**src/rtl/vector_dot_and_norm_macros.svh**
```systemverilog
// Assertion macros shared by the vector dot and norm RTL.
`ifndef VECTOR_DOT_AND_NORM_MACROS_SVH
`define VECTOR_DOT_AND_NORM_MACROS_SVH

`ifndef SYNTH
// Check a property on every rising clock edge outside reset.
`define VDN_ASSERT(label, clk, rst, prop, msg) \
   label: assert property (@(posedge clk) disable iff (rst) (prop)) else $error(msg);
// Check a property on every rising clock edge, reset included.
`define VDN_ASSERT_ALWAYS(label, clk, prop, msg) \
   label: assert property (@(posedge clk) (prop)) else $error(msg);
`else
`define VDN_ASSERT(label, clk, rst, prop, msg)
`define VDN_ASSERT_ALWAYS(label, clk, prop, msg)
`endif

`endif

```
**src/rtl/vdn_pkg.sv**
```systemverilog
// Package with types and constants for the vector dot and norm block.
`timescale 1ns / 1ps
package vdn_pkg;

   // Significant bits of each element; upper bits of the input are ignored.
   localparam int ElementBits = 32;
   localparam int ElemShift   = 32 - ElementBits;

   localparam int QueueDepth   = 4;
   localparam int QueuePtrBits = $clog2(QueueDepth);
   localparam int QueueCntBits = $clog2(QueueDepth + 1);

   localparam logic [63:0] AccMax       = 64'h7fff_ffff_ffff_ffff;
   localparam logic [63:0] AccMin       = 64'h8000_0000_0000_0000;
   localparam logic [63:0] RootFirstBit = 64'h4000_0000_0000_0000;

   localparam logic CmdDot   = 1'b0;
   localparam logic CmdNorm  = 1'b1;
   localparam logic KindDot  = 1'b0;
   localparam logic KindNorm = 1'b1;

   typedef struct packed {
      logic               norm;
      logic               last;
      logic signed [31:0] x;
      logic signed [31:0] y;
   } elem_type;

   typedef struct packed {
      logic full;
      logic empty;
   } queue_status_type;

   typedef enum logic {
      ST_RUN,
      ST_ROOT
   } back_state_type;

endpackage

```
**src/rtl/vdn_front.sv**
```systemverilog
// Front end: takes element transfers, sign-extends them and picks the second factor.
`timescale 1ns / 1ps
module vdn_front import vdn_pkg::*; (
   input  logic             clock,
   input  logic             reset,
   input  logic             req_valid,
   output logic             req_stall,
   input  logic             req_command,
   input  logic [31:0]      req_x_value,
   input  logic [31:0]      req_y_value,
   input  logic             req_last_element,
   input  queue_status_type q_status,
   output logic             q_push,
   output elem_type         q_elem
);

   logic               hold_valid_ff, hold_valid_in;
   elem_type           hold_elem_ff, hold_elem_in;
   logic signed [31:0] x_shl, y_shl, x_ext, y_ext;

   assign q_push    = hold_valid_ff && !q_status.full;
   assign req_stall = hold_valid_ff && q_status.full;
   assign q_elem    = hold_elem_ff;

   always_comb begin
      // keep the low ElementBits bits, sign-extended
      x_shl = $signed(req_x_value) <<< ElemShift;
      y_shl = $signed(req_y_value) <<< ElemShift;
      x_ext = x_shl >>> ElemShift;
      y_ext = y_shl >>> ElemShift;

      hold_valid_in = hold_valid_ff;
      hold_elem_in  = hold_elem_ff;
      if (!req_stall) begin
         hold_valid_in     = req_valid;
         hold_elem_in.norm = req_command;
         hold_elem_in.last = req_last_element;
         hold_elem_in.x    = x_ext;
         hold_elem_in.y    = (req_command == CmdNorm) ? x_ext : y_ext;
      end
   end

   always_ff @(posedge clock) begin
      if (reset) begin
         hold_valid_ff <= 1'b0;
      end else begin
         hold_valid_ff <= hold_valid_in;
      end
      hold_elem_ff <= hold_elem_in;
   end

endmodule

```
**src/rtl/vdn_queue.sv**
```systemverilog
// Short element queue between the front end and the back end.
`timescale 1ns / 1ps
`include "vector_dot_and_norm_macros.svh"
module vdn_queue import vdn_pkg::*; (
   input  logic             clock,
   input  logic             reset,
   input  logic             push,
   input  elem_type         push_elem,
   input  logic             pop,
   output elem_type         pop_elem,
   output queue_status_type status
);

   elem_type                 slot_ff [QueueDepth];
   logic [QueuePtrBits-1:0]  wr_ptr_ff, wr_ptr_in;
   logic [QueuePtrBits-1:0]  rd_ptr_ff, rd_ptr_in;
   logic [QueueCntBits-1:0]  count_ff, count_in;

   assign status.full  = (count_ff == QueueCntBits'(QueueDepth));
   assign status.empty = (count_ff == '0);
   assign pop_elem     = slot_ff[rd_ptr_ff];

   always_comb begin
      wr_ptr_in = push ? wr_ptr_ff + 1'b1 : wr_ptr_ff;
      rd_ptr_in = pop  ? rd_ptr_ff + 1'b1 : rd_ptr_ff;
      count_in  = count_ff;
      if (push && !pop) begin
         count_in = count_ff + 1'b1;
      end else if (pop && !push) begin
         count_in = count_ff - 1'b1;
      end
   end

   always_ff @(posedge clock) begin
      if (reset) begin
         wr_ptr_ff <= '0;
         rd_ptr_ff <= '0;
         count_ff  <= '0;
      end else begin
         wr_ptr_ff <= wr_ptr_in;
         rd_ptr_ff <= rd_ptr_in;
         count_ff  <= count_in;
      end
      if (push) begin
         slot_ff[wr_ptr_ff] <= push_elem;
      end
   end

   `VDN_ASSERT(a_queue_count_bound, clock, reset, count_ff <= QueueCntBits'(QueueDepth), "queue count beyond depth")

endmodule

```
**src/rtl/vdn_back.sv**
```systemverilog
// Back end: multiplier stage, saturating accumulator, square-root unit and result register.
`timescale 1ns / 1ps
`include "vector_dot_and_norm_macros.svh"
module vdn_back import vdn_pkg::*; (
   input  logic             clock,
   input  logic             reset,
   input  queue_status_type q_status,
   input  elem_type         q_elem,
   output logic             q_pop,
   output logic             rsp_valid,
   input  logic             rsp_stall,
   output logic [63:0]      rsp_result_value,
   output logic             rsp_result_kind,
   output logic             rsp_saturated
);

   back_state_type     state_ff, state_in;

   logic               mul_valid_ff, mul_valid_in;
   logic               mul_norm_ff, mul_norm_in;
   logic               mul_last_ff, mul_last_in;
   logic signed [63:0] mul_prod_ff, mul_prod_in;

   logic [63:0]        acc_ff, acc_in;
   logic               ovf_ff, ovf_in;

   logic [63:0]        rad_ff, rad_in;
   logic [63:0]        root_ff, root_in;
   logic [63:0]        bit_ff, bit_in;
   logic               root_sat_ff, root_sat_in;

   logic               rsp_valid_ff, rsp_valid_in;
   logic [63:0]        rsp_value_ff, rsp_value_in;
   logic               rsp_kind_ff, rsp_kind_in;
   logic               rsp_sat_ff, rsp_sat_in;

   logic               out_free, mul_take, mul_adv, start_root, dot_out, root_out;
   logic signed [31:0] fac_x, fac_y;
   logic [64:0]        wide_sum;
   logic               sum_ovf;
   logic [63:0]        sat_sum;
   logic [63:0]        trial;

   // control
   always_comb begin
      out_free   = !rsp_valid_ff || !rsp_stall;
      mul_take   = mul_valid_ff && (state_ff == ST_RUN) &&
                   (!mul_last_ff || (mul_norm_ff == CmdNorm) || out_free);
      mul_adv    = !mul_valid_ff || mul_take;
      q_pop      = mul_adv && !q_status.empty;
      start_root = mul_take && mul_last_ff && (mul_norm_ff == CmdNorm);
      dot_out    = mul_take && mul_last_ff && (mul_norm_ff == CmdDot);
      root_out   = (state_ff == ST_ROOT) && (bit_ff == '0) && out_free;
   end

   always_comb begin
      state_in = state_ff;
      case (state_ff)
         ST_RUN:  if (start_root) state_in = ST_ROOT;
         ST_ROOT: if (root_out) state_in = ST_RUN;
         default: state_in = ST_RUN;
      endcase
   end

   // datapath
   always_comb begin
      fac_x       = q_elem.x;
      fac_y       = q_elem.y;
      mul_valid_in = mul_adv ? !q_status.empty : mul_valid_ff;
      mul_norm_in  = mul_norm_ff;
      mul_last_in  = mul_last_ff;
      mul_prod_in  = mul_prod_ff;
      if (q_pop) begin
         mul_norm_in = q_elem.norm;
         mul_last_in = q_elem.last;
         mul_prod_in = fac_x * fac_y;
      end

      wide_sum = {acc_ff[63], acc_ff} + {mul_prod_ff[63], mul_prod_ff};
      sum_ovf  = wide_sum[64] ^ wide_sum[63];
      sat_sum  = sum_ovf ? (wide_sum[64] ? AccMin : AccMax) : wide_sum[63:0];

      acc_in = acc_ff;
      ovf_in = ovf_ff;
      if (mul_take) begin
         if (mul_last_ff) begin
            acc_in = '0;
            ovf_in = 1'b0;
         end else begin
            acc_in = sat_sum;
            ovf_in = ovf_ff | sum_ovf;
         end
      end

      trial       = root_ff + bit_ff;
      rad_in      = rad_ff;
      root_in     = root_ff;
      bit_in      = bit_ff;
      root_sat_in = root_sat_ff;
      if (start_root) begin
         // a negative sum takes the root of zero
         rad_in      = sat_sum[63] ? '0 : sat_sum;
         root_in     = '0;
         bit_in      = RootFirstBit;
         root_sat_in = ovf_ff | sum_ovf;
      end else if ((state_ff == ST_ROOT) && (bit_ff != '0)) begin
         if (rad_ff >= trial) begin
            rad_in  = rad_ff - trial;
            root_in = (root_ff >> 1) + bit_ff;
         end else begin
            root_in = root_ff >> 1;
         end
         bit_in = bit_ff >> 2;
      end

      rsp_valid_in = rsp_valid_ff;
      rsp_value_in = rsp_value_ff;
      rsp_kind_in  = rsp_kind_ff;
      rsp_sat_in   = rsp_sat_ff;
      if (dot_out) begin
         rsp_valid_in = 1'b1;
         rsp_value_in = sat_sum;
         rsp_kind_in  = KindDot;
         rsp_sat_in   = ovf_ff | sum_ovf;
      end else if (root_out) begin
         rsp_valid_in = 1'b1;
         rsp_value_in = root_ff;
         rsp_kind_in  = KindNorm;
         rsp_sat_in   = root_sat_ff;
      end else if (!rsp_stall) begin
         rsp_valid_in = 1'b0;
      end
   end

   always_ff @(posedge clock) begin
      if (reset) begin
         state_ff     <= ST_RUN;
         mul_valid_ff <= 1'b0;
         acc_ff       <= '0;
         ovf_ff       <= 1'b0;
         bit_ff       <= '0;
         rsp_valid_ff <= 1'b0;
      end else begin
         state_ff     <= state_in;
         mul_valid_ff <= mul_valid_in;
         acc_ff       <= acc_in;
         ovf_ff       <= ovf_in;
         bit_ff       <= bit_in;
         rsp_valid_ff <= rsp_valid_in;
      end
      mul_norm_ff  <= mul_norm_in;
      mul_last_ff  <= mul_last_in;
      mul_prod_ff  <= mul_prod_in;
      rad_ff       <= rad_in;
      root_ff      <= root_in;
      root_sat_ff  <= root_sat_in;
      rsp_value_ff <= rsp_value_in;
      rsp_kind_ff  <= rsp_kind_in;
      rsp_sat_ff   <= rsp_sat_in;
   end

   assign rsp_valid        = rsp_valid_ff;
   assign rsp_result_value = rsp_value_ff;
   assign rsp_result_kind  = rsp_kind_ff;
   assign rsp_saturated    = rsp_sat_ff;

   `VDN_ASSERT(a_root_idle_in_run, clock, reset, (state_ff == ST_RUN) |-> (bit_ff == '0), "root unit busy outside root state")
   `VDN_ASSERT(a_acc_clear_on_root, clock, reset, $rose(state_ff == ST_ROOT) |-> ((acc_ff == '0) && !ovf_ff), "accumulator not cleared at end of vector")
   `VDN_ASSERT(a_norm_result_narrow, clock, reset, (rsp_valid_ff && (rsp_kind_ff == KindNorm)) |-> (rsp_value_ff[63:32] == '0), "norm result wider than Q16.16")

endmodule

```
**src/rtl/vector_dot_and_norm.sv**
```systemverilog
// Top level of the streaming dot product and Euclidean norm block.
`timescale 1ns / 1ps
// Streams one element pair per transfer in signed Q16.16 and accumulates the
// Q32.32 products in a saturating 64-bit sum; the element marked last yields
// one result (dot: signed Q32.32 sum, norm: unsigned Q16.16 integer square
// root) together with a sticky saturation flag, and the sum then clears.
// While a vector accumulates, the block takes one element per cycle unless
// the queue is full. A dot result reaches the result port through the front
// register, the queue, the multiplier register and the result register. A
// norm result also passes through the bit-pair square-root unit, during which
// the back end holds; the multiplier register, the four-entry queue and the
// front register keep taking up to six further elements meanwhile.
module vector_dot_and_norm import vdn_pkg::*; (
   input  logic        clock,
   input  logic        reset,
   input  logic        req_valid,
   output logic        req_stall,
   input  logic        req_command,
   input  logic [31:0] req_x_value,
   input  logic [31:0] req_y_value,
   input  logic        req_last_element,
   output logic        rsp_valid,
   input  logic        rsp_stall,
   output logic [63:0] rsp_result_value,
   output logic        rsp_result_kind,
   output logic        rsp_saturated
);

   queue_status_type q_status;
   logic             q_push, q_pop;
   elem_type         push_elem, pop_elem;

   vdn_front u_front (
      .clock            (clock),
      .reset            (reset),
      .req_valid        (req_valid),
      .req_stall        (req_stall),
      .req_command      (req_command),
      .req_x_value      (req_x_value),
      .req_y_value      (req_y_value),
      .req_last_element (req_last_element),
      .q_status         (q_status),
      .q_push           (q_push),
      .q_elem           (push_elem)
   );

   vdn_queue u_queue (
      .clock     (clock),
      .reset     (reset),
      .push      (q_push),
      .push_elem (push_elem),
      .pop       (q_pop),
      .pop_elem  (pop_elem),
      .status    (q_status)
   );

   vdn_back u_back (
      .clock            (clock),
      .reset            (reset),
      .q_status         (q_status),
      .q_elem           (pop_elem),
      .q_pop            (q_pop),
      .rsp_valid        (rsp_valid),
      .rsp_stall        (rsp_stall),
      .rsp_result_value (rsp_result_value),
      .rsp_result_kind  (rsp_result_kind),
      .rsp_saturated    (rsp_saturated)
   );

endmodule
```
**config.mk**
```make
export PLATFORM = sky130hd
export DESIGN_NAME = vector_dot_and_norm
export DESIGN_NICKNAME = d
export VERILOG_FILES = /design/src/rtl/vdn_pkg.sv /design/src/rtl/vdn_front.sv /design/src/rtl/vdn_queue.sv /design/src/rtl/vdn_back.sv /design/src/rtl/vector_dot_and_norm.sv
export VERILOG_INCLUDE_DIRS = /design/src /design/src/rtl
export SDC_FILE = /design/constraint.sdc
export NUM_CORES = 2
export LEC_CHECK = 0
export ABC_CLOCK_PERIOD_IN_PS = 22100
export CAP_MARGIN = 40
export CORE_UTILIZATION = 45
export DETAILED_ROUTE_END_ITERATION = 10
export DONT_BUFFER_PORTS = 1
export PLACE_DENSITY = 0.65
export SETUP_SLACK_MARGIN = 0.5
export SLEW_MARGIN = 15
export SYNTH_ARGS = -nofsm -noshare
export SYNTH_HDL_FRONTEND = slang
export SYNTH_HIERARCHICAL = 1
export SYNTH_SLANG_ARGS = --single-unit
```
**constraint.sdc**
```tcl
create_clock -name clock -period 22.1 [get_ports clock]
set_clock_uncertainty 0.15 [all_clocks]
set_input_delay 4.42 -clock clock [delete_from_list [all_inputs] [get_ports clock]]
set_output_delay 4.42 -clock clock [all_outputs]
set_load 0.03 [all_outputs]
```
==> results.json <==
{
  "gp_congestion": 0.913,
  "worstSetupPathType": "reg -> reg",
  "finalMaxSlewViolations": 0,
  "synth.avg_cell_area_sq_um": 10.1,
  "grt_pass1_wl_mm": 322,
  "stdcell_count": 9361,
  "syn_nets": 8893,
  "vias_per_cell": 5.68,
  "grt_max_degree": 84,
  "start_util_pct": 45.5,
  "wl_per_cell_microns": 22.0,
  "yosys-top-cells-count": "1,085 x fa_1, 1,036 x inv_1, 868 x nand2_1, 541 x and2_1, 526 x edfxtp_1",
  "synth_fa_ha_area_share_pct": 36.0,
  "synthMuxAreaShare_pct": 3.16,
  "synth_cells": 7355,
  "cp.required_ps": 22380,
  "cpMostUsedCell": "fa_1",
  "relSlewSlack_pct": 34.8,
  "io_pins": 138,
  "num_vias": 53168,
  "whs_ps": 310,
  "cp_slowest_cell": "mux4_2",
  "dp.cells": 9209,
  "yosys.area_share.simple_pct": 13.8,
  "status": "finished clean",
  "synth.top_cell.area_share_pct": 29.2,
  "die_w_microns": 409,
  "synth-seq-cells": 701,
  "nFillCells": 14887,
  "clk_pin_slew_ps": 60,
  "clk_latency_ps": 710,
  "fmax_mhz": 91.4,
  "cp.arrival_ps": 11220,
  "overflow": 0,
  "ant_nets": 0,
  "max_stage_delay_ps": 840,
  "min_period_ps": 10940,
  "core_area_sq_mm": 0.164,
  "io_buffers": 0,
  "hold_buffers": 0,
  "fp.dieH_microns": 409,
  "groute.usage.overall_pct": 24.9,
  "yosysSeqAreaShare_pct": 25.9,
  "rsz0062_at_grt": "no",
  "first_pass_iters": 6,
  "final-hold-violation-count": 0,
  "design.die.area_sq_mm": 0.167,
  "critPathLaunchType": "register",
  "cts_tree": "built",
  "rows": 148,
  "drc": 0,
  "cts_setup_buffers": 0,
  "max_cap_violations": 0,
  "cts_buffer_depth": 3,
  "synth_ff_type": "edfxtp_1",
  "post-synth-top-count-cell": "fa_1",
  "netlist_top_cells_area": "fa_1 29%, edfxtp_1 21%, ha_1 6.4%, inv_1 5.2%, dfxtp_1 4.7%",
  "numCtsBuffers": 79,
  "numClockSinks": 701,
  "ys_warn_count": 6,
  "final_core_util_pct": 48.4,
  "synthArstFlopShare_pct": 0,
  "area_growth_pct": 6.46,
  "hpwl_mm": 154,
  "synth_top_family_by_area": "adder cells",
  "grt_pass1_vias": 55645,
  "critPathCaptureType": "register",
  "critPathMaxFanout": 36,
  "setup_violations": 0,
  "layout.nets": 8665,
  "synth.distinct_cells": 99,
  "finalSetupTns_ps": 0,
  "drive_above_1_share_pct": 5.73,
  "final.period_utilization_pct": 49.5,
  "synth_edf_count": 526,
  "synth_xor_area_share_pct": 3.52,
  "worstHoldPathType": "reg -> reg",
  "finalWirelength_mm": 206,
  "synth-compound-area-share_pct": 10.1,
  "cts_htree_levels": 3,
  "yosys.area.top_type": "fa_1",
  "cts_resized": 0,
  "synthesis.area_sq_mm": 0.0744,
  "clockRootBuffer": "clkbuf_16",
  "worst_pin_slew_ps": 975,
  "grt_antenna_before_repair": 3,
  "drtIter0Drc": 3721
}
## per-layer routing
| layer | vias up | track usage (%) | wire length [microns] | part of all wire [%] |
|---|---|---|---|---|
| li1 | 23803 | - | - | - |
| met1 | 26787 | 33.0 | 86600 | 42 |
| met2 | 2197 | 41.0 | 96300 | 47 |
| met3 | 381 | 4.94 | 16200 | 7.9 |
| met4 | 0 | 7.97 | 7160 | 3.5 |
| met5 | - | 0 | 0 | 0 |
## flip-flops by register name, indices dropped and copies added, names as in the netlist, 2 cells and up, named ones only
signal and flops:
u_queue/slot_ff 264, u_front/q_elem 66, u_back/acc_ff 64, u_back/mul_prod_ff 64, u_back/rad_ff 64, u_back/root_ff 64
u_back/rsp_result_value 64, u_back/bit_ff 32, u_queue/count_ff 3, u_queue/rd_ptr_ff 2, u_queue/wr_ptr_ff 2
## metrics by stage
step                      worst slack [ps]  cell area (sq um)
after floorplan                      12510              74400
after global placement               10880              76000
after detailed placement             11170              76300
after CTS                            11110              78900
after global routing                 10630              79200
final                                11160              79200
## critical path, delay by kind of cell (launching register included)
| family | cells | cell delay [ps] |
|---|---|---|
| multiplexers | 1 | 840 |
| XOR/XNOR | 1 | 160 |
| flip-flops | 1 | 800 |
| AND/OR/NAND/NOR | 2 | 840 |
| adder cells (fa/ha/maj) | 9 | 4350 |
| AO/OA/AOI/OAI | 8 | 2090 |
| buffers and inverters | 7 | 1350 |
## final timing paths
kind	from	to	slack, ps	cells after the start
setup / recovery	register	u_back/mul_prod_ff[62]	11160	28
setup reg to reg	register	u_back/mul_prod_ff[62]	11160	28
hold reg to reg	u_back/acc_ff[45]	u_back/acc_ff[45]	310	2
hold / removal	u_back/acc_ff[45]	u_back/acc_ff[45]	310	2
## layout by cell type, fill, tap and decap left out, drive strengths merged, types with 48 or more instances in the layout
cell,synthesis,final
fa,1085,1085
inv,1037,1044
nand2,869,869
and2,543,543
edfxtp,526,526
ha,383,383
o21ai,317,317
a21oi,296,296
nor2,232,232
dfxtp,175,175
xnor2,174,174
nand3,143,143
xor2,125,125
clkbuf,336,101
a21o,97,97
buf,67,92
a31oi,76,76
nand4,70,70
mux4,66,66
nor3,56,56
o211ai,48,48
## logic make-up after synthesis
kind of cell             Yosys count
flip-flops                       701
AND/OR/NAND/NOR                 2104
buffers and inverters           1441
multiplexers                     135
adder cells (fa/ha/maj)         1491
XOR/XNOR                         299
AO/OA/AOI/OAI                   1184
## layout make-up
cell class	instances	area, sq um	share of cell area [%]
clock buffer	101	2150	2.72
sequential	701	19300	24.4
multi-input combinational	5213	49600	62.7
tap	2175	2720	3.44
timing repair buffer	94	1060	1.34
antenna	1	2.50	0.00316
inverter	1038	3900	4.92
clock inverter	38	433	0.547
Power is not shown: default switching activity piles up to over one toggle a cycle in this logic, so the estimate is an artifact.
